==> src/rtl/pasev_pkg.sv <==
package pasev_pkg;

    localparam int STACK_DEPTH = 16;
    localparam int LVL_W       = $clog2(STACK_DEPTH + 1);
    localparam int STK_IDX_W   = (STACK_DEPTH > 1) ? $clog2(STACK_DEPTH) : 1;

    localparam int QUEUE_DEPTH = 2;
    localparam int Q_IDX_W     = (QUEUE_DEPTH > 1) ? $clog2(QUEUE_DEPTH) : 1;
    localparam int Q_CNT_W     = $clog2(QUEUE_DEPTH + 1);

    localparam int VALUE_W = 32;
    localparam int CHAR_W  = 8;
    localparam int DIGIT_W = 4;

    localparam logic [CHAR_W-1:0] CHAR_ZERO  = 8'h30;
    localparam logic [CHAR_W-1:0] CHAR_NINE  = 8'h39;
    localparam logic [CHAR_W-1:0] CHAR_PLUS  = 8'h2B;
    localparam logic [CHAR_W-1:0] CHAR_MINUS = 8'h2D;
    localparam logic [CHAR_W-1:0] CHAR_OPEN  = 8'h28;
    localparam logic [CHAR_W-1:0] CHAR_CLOSE = 8'h29;

    localparam logic [1:0] ST_OK        = 2'd0;
    localparam logic [1:0] ST_OVERFLOW  = 2'd1;
    localparam logic [1:0] ST_UNMATCHED = 2'd2;
    localparam logic [1:0] ST_UNCLOSED  = 2'd3;

    typedef enum logic [2:0] {
        K_DIGIT = 3'd0,
        K_PLUS  = 3'd1,
        K_MINUS = 3'd2,
        K_OPEN  = 3'd3,
        K_CLOSE = 3'd4,
        K_OTHER = 3'd5
    } kind_t;

    typedef struct packed {
        kind_t               kind;
        logic [DIGIT_W-1:0]  digit;
        logic                last;
    } item_t;

    typedef struct packed {
        logic full;
        logic empty;
    } q_stat_t;

endpackage

==> src/rtl/pasev_front.sv <==
module pasev_front
    import pasev_pkg::*;
(
    input  logic [CHAR_W-1:0] char_code,
    input  logic              last_char,
    output item_t             item
);

    logic [CHAR_W-1:0] offset;

    assign offset = char_code - CHAR_ZERO;

    always_comb begin
        item.digit = offset[DIGIT_W-1:0];
        item.last  = last_char;
        priority if (char_code >= CHAR_ZERO && char_code <= CHAR_NINE) begin
            item.kind = K_DIGIT;
        end else if (char_code == CHAR_PLUS) begin
            item.kind = K_PLUS;
        end else if (char_code == CHAR_MINUS) begin
            item.kind = K_MINUS;
        end else if (char_code == CHAR_OPEN) begin
            item.kind = K_OPEN;
        end else if (char_code == CHAR_CLOSE) begin
            item.kind = K_CLOSE;
        end else begin
            item.kind = K_OTHER;
        end
    end

endmodule

==> src/rtl/pasev_queue.sv <==
module pasev_queue
    import pasev_pkg::*;
(
    input  logic    aclk,
    input  logic    aresetn,
    input  logic    push,
    input  item_t   push_item,
    input  logic    pop,
    output item_t   head,
    output q_stat_t stat
);

    item_t              q_mem [QUEUE_DEPTH];
    logic [Q_IDX_W-1:0] wr_ptr_reg, wr_ptr_next;
    logic [Q_IDX_W-1:0] rd_ptr_reg, rd_ptr_next;
    logic [Q_CNT_W-1:0] count_reg, count_next;

    assign stat.full  = (count_reg == Q_CNT_W'(QUEUE_DEPTH));
    assign stat.empty = (count_reg == '0);
    assign head       = q_mem[rd_ptr_reg];

    always_comb begin
        wr_ptr_next = wr_ptr_reg;
        rd_ptr_next = rd_ptr_reg;
        count_next  = count_reg;
        if (push) begin
            wr_ptr_next = (wr_ptr_reg == Q_IDX_W'(QUEUE_DEPTH - 1)) ? '0 : wr_ptr_reg + 1'b1;
        end
        if (pop) begin
            rd_ptr_next = (rd_ptr_reg == Q_IDX_W'(QUEUE_DEPTH - 1)) ? '0 : rd_ptr_reg + 1'b1;
        end
        if (push && !pop) begin
            count_next = count_reg + 1'b1;
        end else if (pop && !push) begin
            count_next = count_reg - 1'b1;
        end
    end

    always_ff @(posedge aclk) begin
        if (!aresetn) begin
            wr_ptr_reg <= '0;
            rd_ptr_reg <= '0;
            count_reg  <= '0;
        end else begin
            wr_ptr_reg <= wr_ptr_next;
            rd_ptr_reg <= rd_ptr_next;
            count_reg  <= count_next;
        end
    end

    always_ff @(posedge aclk) begin
        if (push) begin
            q_mem[wr_ptr_reg] <= push_item;
        end
    end

endmodule

==> src/rtl/pasev_back.sv <==
module pasev_back
    import pasev_pkg::*;
(
    input  logic               aclk,
    input  logic               aresetn,
    input  item_t              head,
    input  logic               head_valid,
    output logic               step,
    output logic               out_valid,
    input  logic               out_ready,
    output logic [VALUE_W-1:0] out_value,
    output logic [1:0]         out_status
);

    logic [VALUE_W-1:0]   sum_reg, sum_next;
    logic                 sign_reg, sign_next;
    logic [VALUE_W-1:0]   acc_reg, acc_next;
    logic                 in_num_reg, in_num_next;
    logic [LVL_W-1:0]     level_reg, level_next;
    logic [1:0]           err_reg, err_next;
    logic [VALUE_W-1:0]   stk_sum_reg [STACK_DEPTH];
    logic                 stk_sign_reg [STACK_DEPTH];
    logic                 out_valid_reg;
    logic [VALUE_W-1:0]   out_value_reg;
    logic [1:0]           out_status_reg;

    logic [VALUE_W-1:0]   cls_sum;
    logic                 cls_sign;
    logic                 push_en;
    logic [STK_IDX_W-1:0] push_idx;
    logic [STK_IDX_W-1:0] pop_idx;
    logic [VALUE_W-1:0]   fin_sum;
    logic [1:0]           fin_err;

    assign step       = head_valid && (!head.last || !out_valid_reg || out_ready);
    assign out_valid  = out_valid_reg;
    assign out_value  = out_value_reg;
    assign out_status = out_status_reg;
    assign push_idx   = level_reg[STK_IDX_W-1:0];
    assign pop_idx    = STK_IDX_W'(level_reg - 1'b1);

    always_comb begin
        if (in_num_reg) begin
            cls_sum  = sign_reg ? (sum_reg - acc_reg) : (sum_reg + acc_reg);
            cls_sign = 1'b0;
        end else begin
            cls_sum  = sum_reg;
            cls_sign = sign_reg;
        end

        sum_next    = cls_sum;
        sign_next   = cls_sign;
        acc_next    = '0;
        in_num_next = 1'b0;
        level_next  = level_reg;
        err_next    = err_reg;
        push_en     = 1'b0;

        unique case (head.kind)
            K_DIGIT: begin
                sum_next    = sum_reg;
                sign_next   = sign_reg;
                acc_next    = {acc_reg[VALUE_W-4:0], 3'b000} + {acc_reg[VALUE_W-2:0], 1'b0}
                              + VALUE_W'(head.digit);
                in_num_next = 1'b1;
            end
            K_PLUS: begin
                sign_next = 1'b0;
            end
            K_MINUS: begin
                sign_next = 1'b1;
            end
            K_OPEN: begin
                if (level_reg < LVL_W'(STACK_DEPTH)) begin
                    push_en    = 1'b1;
                    level_next = level_reg + 1'b1;
                end else if (err_reg == ST_OK) begin
                    err_next = ST_OVERFLOW;
                end
                sum_next  = '0;
                sign_next = 1'b0;
            end
            K_CLOSE: begin
                if (level_reg != '0) begin
                    level_next = level_reg - 1'b1;
                    sum_next   = stk_sign_reg[pop_idx] ? (stk_sum_reg[pop_idx] - cls_sum)
                                                       : (stk_sum_reg[pop_idx] + cls_sum);
                end else if (err_reg == ST_OK) begin
                    err_next = ST_UNMATCHED;
                end
            end
            K_OTHER: begin
            end
            default: begin
            end
        endcase

        if (in_num_next) begin
            fin_sum = sign_next ? (sum_next - acc_next) : (sum_next + acc_next);
        end else begin
            fin_sum = sum_next;
        end
        fin_err = (err_next == ST_OK && level_next != '0) ? ST_UNCLOSED : err_next;
    end

    always_ff @(posedge aclk) begin
        if (!aresetn) begin
            sum_reg       <= '0;
            sign_reg      <= 1'b0;
            acc_reg       <= '0;
            in_num_reg    <= 1'b0;
            level_reg     <= '0;
            err_reg       <= ST_OK;
            out_valid_reg <= 1'b0;
        end else begin
            if (step) begin
                if (head.last) begin
                    sum_reg    <= '0;
                    sign_reg   <= 1'b0;
                    acc_reg    <= '0;
                    in_num_reg <= 1'b0;
                    level_reg  <= '0;
                    err_reg    <= ST_OK;
                end else begin
                    sum_reg    <= sum_next;
                    sign_reg   <= sign_next;
                    acc_reg    <= acc_next;
                    in_num_reg <= in_num_next;
                    level_reg  <= level_next;
                    err_reg    <= err_next;
                end
            end
            if (step && head.last) begin
                out_valid_reg <= 1'b1;
            end else if (out_ready) begin
                out_valid_reg <= 1'b0;
            end
        end
    end

    always_ff @(posedge aclk) begin
        if (step && head.last) begin
            out_value_reg  <= fin_sum;
            out_status_reg <= fin_err;
        end
        if (step && push_en) begin
            stk_sum_reg[push_idx]  <= cls_sum;
            stk_sign_reg[push_idx] <= cls_sign;
        end
    end

endmodule

==> src/rtl/paren_add_sub_evaluator.sv <==
// Result: a beat marked last is accepted into the queue, and executing it from the queue head
// sets the m_tvalid register, given an empty queue and a free output register.
// Throughput: one character beat per cycle, as the executor updates sum, sign, accumulator
// and stack top together for each beat; a beat marked last waits while the previous result is held.
// Reset: synchronous, active-low aresetn clears the queue, the evaluator state and
// the output valid flag; output value, status and parenthesis stack contents are not cleared.
module paren_add_sub_evaluator
    import pasev_pkg::*;
(
    input  logic                aclk,
    input  logic                aresetn,
    input  logic                s_tvalid,
    output logic                s_tready,
    input  logic [CHAR_W-1:0]   s_tdata,   // [7:0] char_code
    input  logic                s_tlast,
    output logic                m_tvalid,
    input  logic                m_tready,
    output logic [VALUE_W-1:0]  m_tdata,   // [31:0] value
    output logic [1:0]          m_tuser    // [1:0] status
);

    item_t   front_item;
    item_t   head;
    q_stat_t q_stat;
    logic    push;
    logic    pop;

    assign s_tready = !q_stat.full;
    assign push     = s_tvalid && s_tready;

    pasev_front u_front (
        .char_code (s_tdata),
        .last_char (s_tlast),
        .item      (front_item)
    );

    pasev_queue u_queue (
        .aclk      (aclk),
        .aresetn   (aresetn),
        .push      (push),
        .push_item (front_item),
        .pop       (pop),
        .head      (head),
        .stat      (q_stat)
    );

    pasev_back u_back (
        .aclk       (aclk),
        .aresetn    (aresetn),
        .head       (head),
        .head_valid (!q_stat.empty),
        .step       (pop),
        .out_valid  (m_tvalid),
        .out_ready  (m_tready),
        .out_value  (m_tdata),
        .out_status (m_tuser)
    );

    a_pop_not_empty: assert property (@(posedge aclk) disable iff (!aresetn)
        pop |-> !q_stat.empty)
        else $error("Executor consumed a beat from an empty queue.");

    a_push_not_full: assert property (@(posedge aclk) disable iff (!aresetn)
        push |-> !q_stat.full)
        else $error("Character beat written into a full queue.");

    a_result_from_last: assert property (@(posedge aclk) disable iff (!aresetn)
        $rose(m_tvalid) |-> $past(pop && head.last))
        else $error("Result beat appeared without a final character being executed.");

endmodule

==> config.mk <==
export PLATFORM = sky130hd
export DESIGN_NAME = paren_add_sub_evaluator
export DESIGN_NICKNAME = d
export VERILOG_FILES = /design/src/rtl/pasev_pkg.sv /design/src/rtl/pasev_front.sv /design/src/rtl/pasev_queue.sv /design/src/rtl/pasev_back.sv /design/src/rtl/paren_add_sub_evaluator.sv
export SDC_FILE = /design/constraint.sdc
export NUM_CORES = 1
export LEC_CHECK = 0
export BUFFER_PORTS_ARGS = -buffer_cell sky130_fd_sc_hd__buf_2
export CAP_MARGIN = 10
export CELL_PAD_IN_SITES_DETAIL_PLACEMENT = 0
export CELL_PAD_IN_SITES_GLOBAL_PLACEMENT = 1
export CORE_MARGIN = 1
export CORE_UTILIZATION = 35
export CTS_BUF_LIST = sky130_fd_sc_hd__clkbuf_8
export CTS_CLUSTER_DIAMETER = 120
export DETAILED_ROUTE_END_ITERATION = 6
export PLACE_DENSITY = 0.63
export SLEW_MARGIN = 20
export SYNTH_ARGS = -nofsm -noshare
export SYNTH_HDL_FRONTEND = slang
export SYNTH_HIERARCHICAL = 1
export SYNTH_SLANG_ARGS = --single-unit
==> constraint.sdc <==
create_clock -name aclk -period 10.35 [get_ports aclk]
set_clock_uncertainty 0.1 [all_clocks]
set_input_delay 1.035 -clock aclk [delete_from_list [all_inputs] [get_ports aclk]]
set_output_delay 1.035 -clock aclk [all_outputs]
set_load 0.05 [all_outputs]
==> impl_metrics.toml <==
[die]
chipWidth_um = 320
die_area_um2 = 103000
ios = 49
start_util_pct = 35.4
floorplan.core_area_um2 = 100000
fp.dieH_um = 320
core.rowCount = 116

[global_routing]
antenna_found_initial = 2
grtUsageMet3_pct = 2.63
grt_overflow_total = 0
grt_pass1_vias = 24400
use_met1_pct = 24.1
grt_start_max_net_pins = 100
grt_pass1_wl_um = 148000
grt_use_met2_pct = 33.3
grt_use_total_pct = 19.1
busiest_layer = "met2"

[place]
place_hpwl_um = 65500
place.gp.congestion = 0.857
port-buffer-count = 48

[worst_setup_path]
critPathCapture = "u_back/out_value[30]"
crit_path_frequent_cell = "a21oi_1"
cp_top_family = "compound AO/OA/AOI/OAI gates"
startpoint = "u_back/acc_reg[0]"
cp.depth = 37
rr_startpoint = "u_back/acc_reg[0]"
crit_type = "flop to flop"
critPathMaxStageDelay_ns = 0.57
crit_slowest_cell = "dfxtp_1"
path_buf_inv = 2
cp.arrival_ns = 9.90
cp-start-kind = "flop"
critPathRequiredTime_ns = 10.77
r2r_end = "u_back/out_value[30]"
r2r_cells = 37
critPathCaptureType = "flop"
rrSetupSlack_ns = 0.87
worstPathMaxFanout = 20

[clock_network]
cts_tree = "built"
cts_buffers = 113
clock-root-buffer = "clkbuf_8"
insertion_delay_ns = 0.78
htree_levels = 3
clkSlewWorstSetupHoldPaths_ns = 0.06
clkSinkCount = 657
post-cts-setup-buffers = 0
ctsHoldBuffers = 0
cts_resized = 0
cts_buffer_depth = 3

[logic_synthesis]
syn_inst = 2774
synth_top_area_share_pct = 49.0
yosysSeqAreaShare_pct = 53.4
synth_seq_cells = 657
yosysMostFrequentCell = "edfxtp_1"
synth_top_cell_by_area = "edfxtp_1"
synthTopCellsByCount = "edfxtp_1 (578), nor2_1 (182), nand2_1 (179)"
syn_area_um2 = 35500
synth.area.top_cells = "edfxtp_1 (49%), mux4_2 (10%), ha_1 (5.6%)"
ys.flop_type = "edfxtp_1"
synth_area_per_cell_um2 = 12.8
synth_fp_nets = 2951
synth_edf_count = 578
ys_types = 109
async_flop_share_pct = 0
synth_warnings = 6

[drt]
drtPass1Iterations = 6
wire_per_inst_um = 22.8
via_per_inst = 5.52
initialDrtViolationCount = 1863
vias = 23900
routed_wl_um = 98600
drc_errors = 0
ant_nets = 0

[power]
combPwrFrac_pct = 19.7
peakVddDrop_v = 0.0000912
power.total_w = 0.00671
p_per_area_nw_per_um2 = 168
leakage_nw = 14.5
p_sw_w = 0.00202
intPower_w = 0.00470
clkPwrFrac_pct = 36.2
seqPwrFrac_pct = 44.0
sw_frac_of_total_pct = 30.0

[layout]
final_nets = 3043
fillers = 9362
drive_above_1_share_pct = 17.8
multi_input_area_um2 = 15900
seq_area_um2 = 18900
largest_reg_flops = 512
synthToLayoutAreaGrowth_pct = 12.4

[sta]
finalSetupTns_ns = 0
rsz0062_at_grt = "false"
hold_viol = 0
max_clock_freq_mhz = 105
post-route-period-util_pct = 91.6
worstMarginPinSlew_ns = 1.12
setup_violations = 0
maxSlewHeadroom_pct = 25.6
maxSlewViolCount = 0
min_period_ns = 9.48

[job]
cap_violations = 0

[status]
status = "completed"

[worst_hold_path]
holdCritPathClass = "flop to flop"
==> worst register-to-register path, delay by kind of cell (launching register included) <==
family | cells | cell delay, ns
AND/OR/NAND/NOR | 8 | 2.02
adder cells (fa/ha/maj) | 4 | 1.34
multiplexers | 2 | 0.69
XOR/XNOR | 5 | 0.68
flip-flops | 1 | 0.57
buffers and inverters | 2 | 0.20
AO/OA/AOI/OAI | 16 | 3.66
==> cell type report <==
type,instances,area share [%]
repair buffers,108,1.76
flip-flops and latches,657,47.5
clock inverters,99,1.90
well taps,1357,4.26
clock buffers,114,3.94
diodes,2,0.0126
multi-input cells,1899,39.8
inverters,87,0.819
==> through the flow <==
| step | instance area [um2] | hold WS, ns | instances | worst slack (ns) | utilization [%] |
|---|---|---|---|---|---|
| CTS | 39800 | 0.341 | 4321 | 0.446 | 39.7 |
| detailed placement | 37500 | 0.387 | 4108 | 0.500 | 37.4 |
| global placement | 37500 | 0.382 | 4107 | 0.283 | 37.4 |
| finish | 39900 | 0.394 | 4323 | 0.869 | 39.7 |
| global route | 39900 | 0.381 | 4323 | 0.0723 | 39.7 |
| floorplan | 35500 | 0.361 | 2774 | 1.86 | - |
==> placed cells by master, fill, tap and decap left out, types with 18 or more instances in the layout <==
cell	synthesis	final
a211oi_1	20	20
a21o_1	47	47
a21oi_1	166	166
a22oi_1	63	63
a31oi_1	31	31
and2_1	42	42
buf_2	8	48
buf_4	6	59
clkbuf_8	0	114
clkinv_1	1	34
clkinv_2	0	28
dfxtp_1	79	77
edfxtp_1	578	578
ha_1	159	158
inv_1	84	103
mux4_2	165	165
nand2_1	179	178
nand2b_1	18	18
nand3_1	38	38
nand4_1	26	26
nor2_1	182	165
nor2b_1	76	75
nor3_1	37	35
o21a_1	32	32
o21ai_0	115	113
o21ai_1	17	19
xnor2_1	118	116
xor2_1	55	55
==> cells by family (layout without fill, tap and decap cells) <==
kind of cell               count (synthesis)  after routing  share of synthesized area [%]
AOI/OAI and AO/OA                        667            667                           12.6
xor gates and xnor gates                 175            175                           4.42
adders and majority gates                164            164                           5.89
buffers and inverters                    218            408                           2.40
DFF                                      657            657                           53.4
muxes                                    193            193                           11.3
other                                      0              2                              0
and+or+nand+nor                          700            700                           9.95
==> power groups by stage <==
stage | Clock, W | Sequential (W) | Combinational, W
2_1_floorplan | 0 | 0.00314 | 0.000815
3_3_place_gp | 0 | 0.00301 | 0.00131
3_5_place_dp | 0 | 0.00301 | 0.00132
4_1_cts | 0.00250 | 0.00296 | 0.00133
5_1_grt | 0.00261 | 0.00296 | 0.00143
6_report | 0.00243 | 0.00295 | 0.00132
==> worst min path at each step <==
| stage | startpoint | to | slack [ns] | cells after the start |
|---|---|---|---|---|
| 6_report | u_back/sum_reg[30] | u_back/sum_reg[30] | 0.39 | 2 |
| 4_1_cts | s_tlast | u_queue/q_mem[0][0] | 0.34 | 1 |
| 5_1_grt | s_tlast | u_queue/q_mem[1][0] | 0.38 | 1 |
| 3_3_place_gp | u_queue/count_reg[1] | u_queue/count_reg[1] | 0.38 | 2 |
| 2_1_floorplan | u_back/sum_reg[30] | u_back/sum_reg[30] | 0.36 | 2 |
| 3_5_place_dp | u_back/sum_reg[30] | u_back/sum_reg[30] | 0.39 | 2 |
==> per-layer routing <==
metal / part of all wire (%) / routed length [um]
met5: 0 / 0
met2: 50 / 49400
met4: 2.9 / 2820
met1: 42 / 41800
met3: 4.7 / 4590
Power figures use the tool's default switching activity.
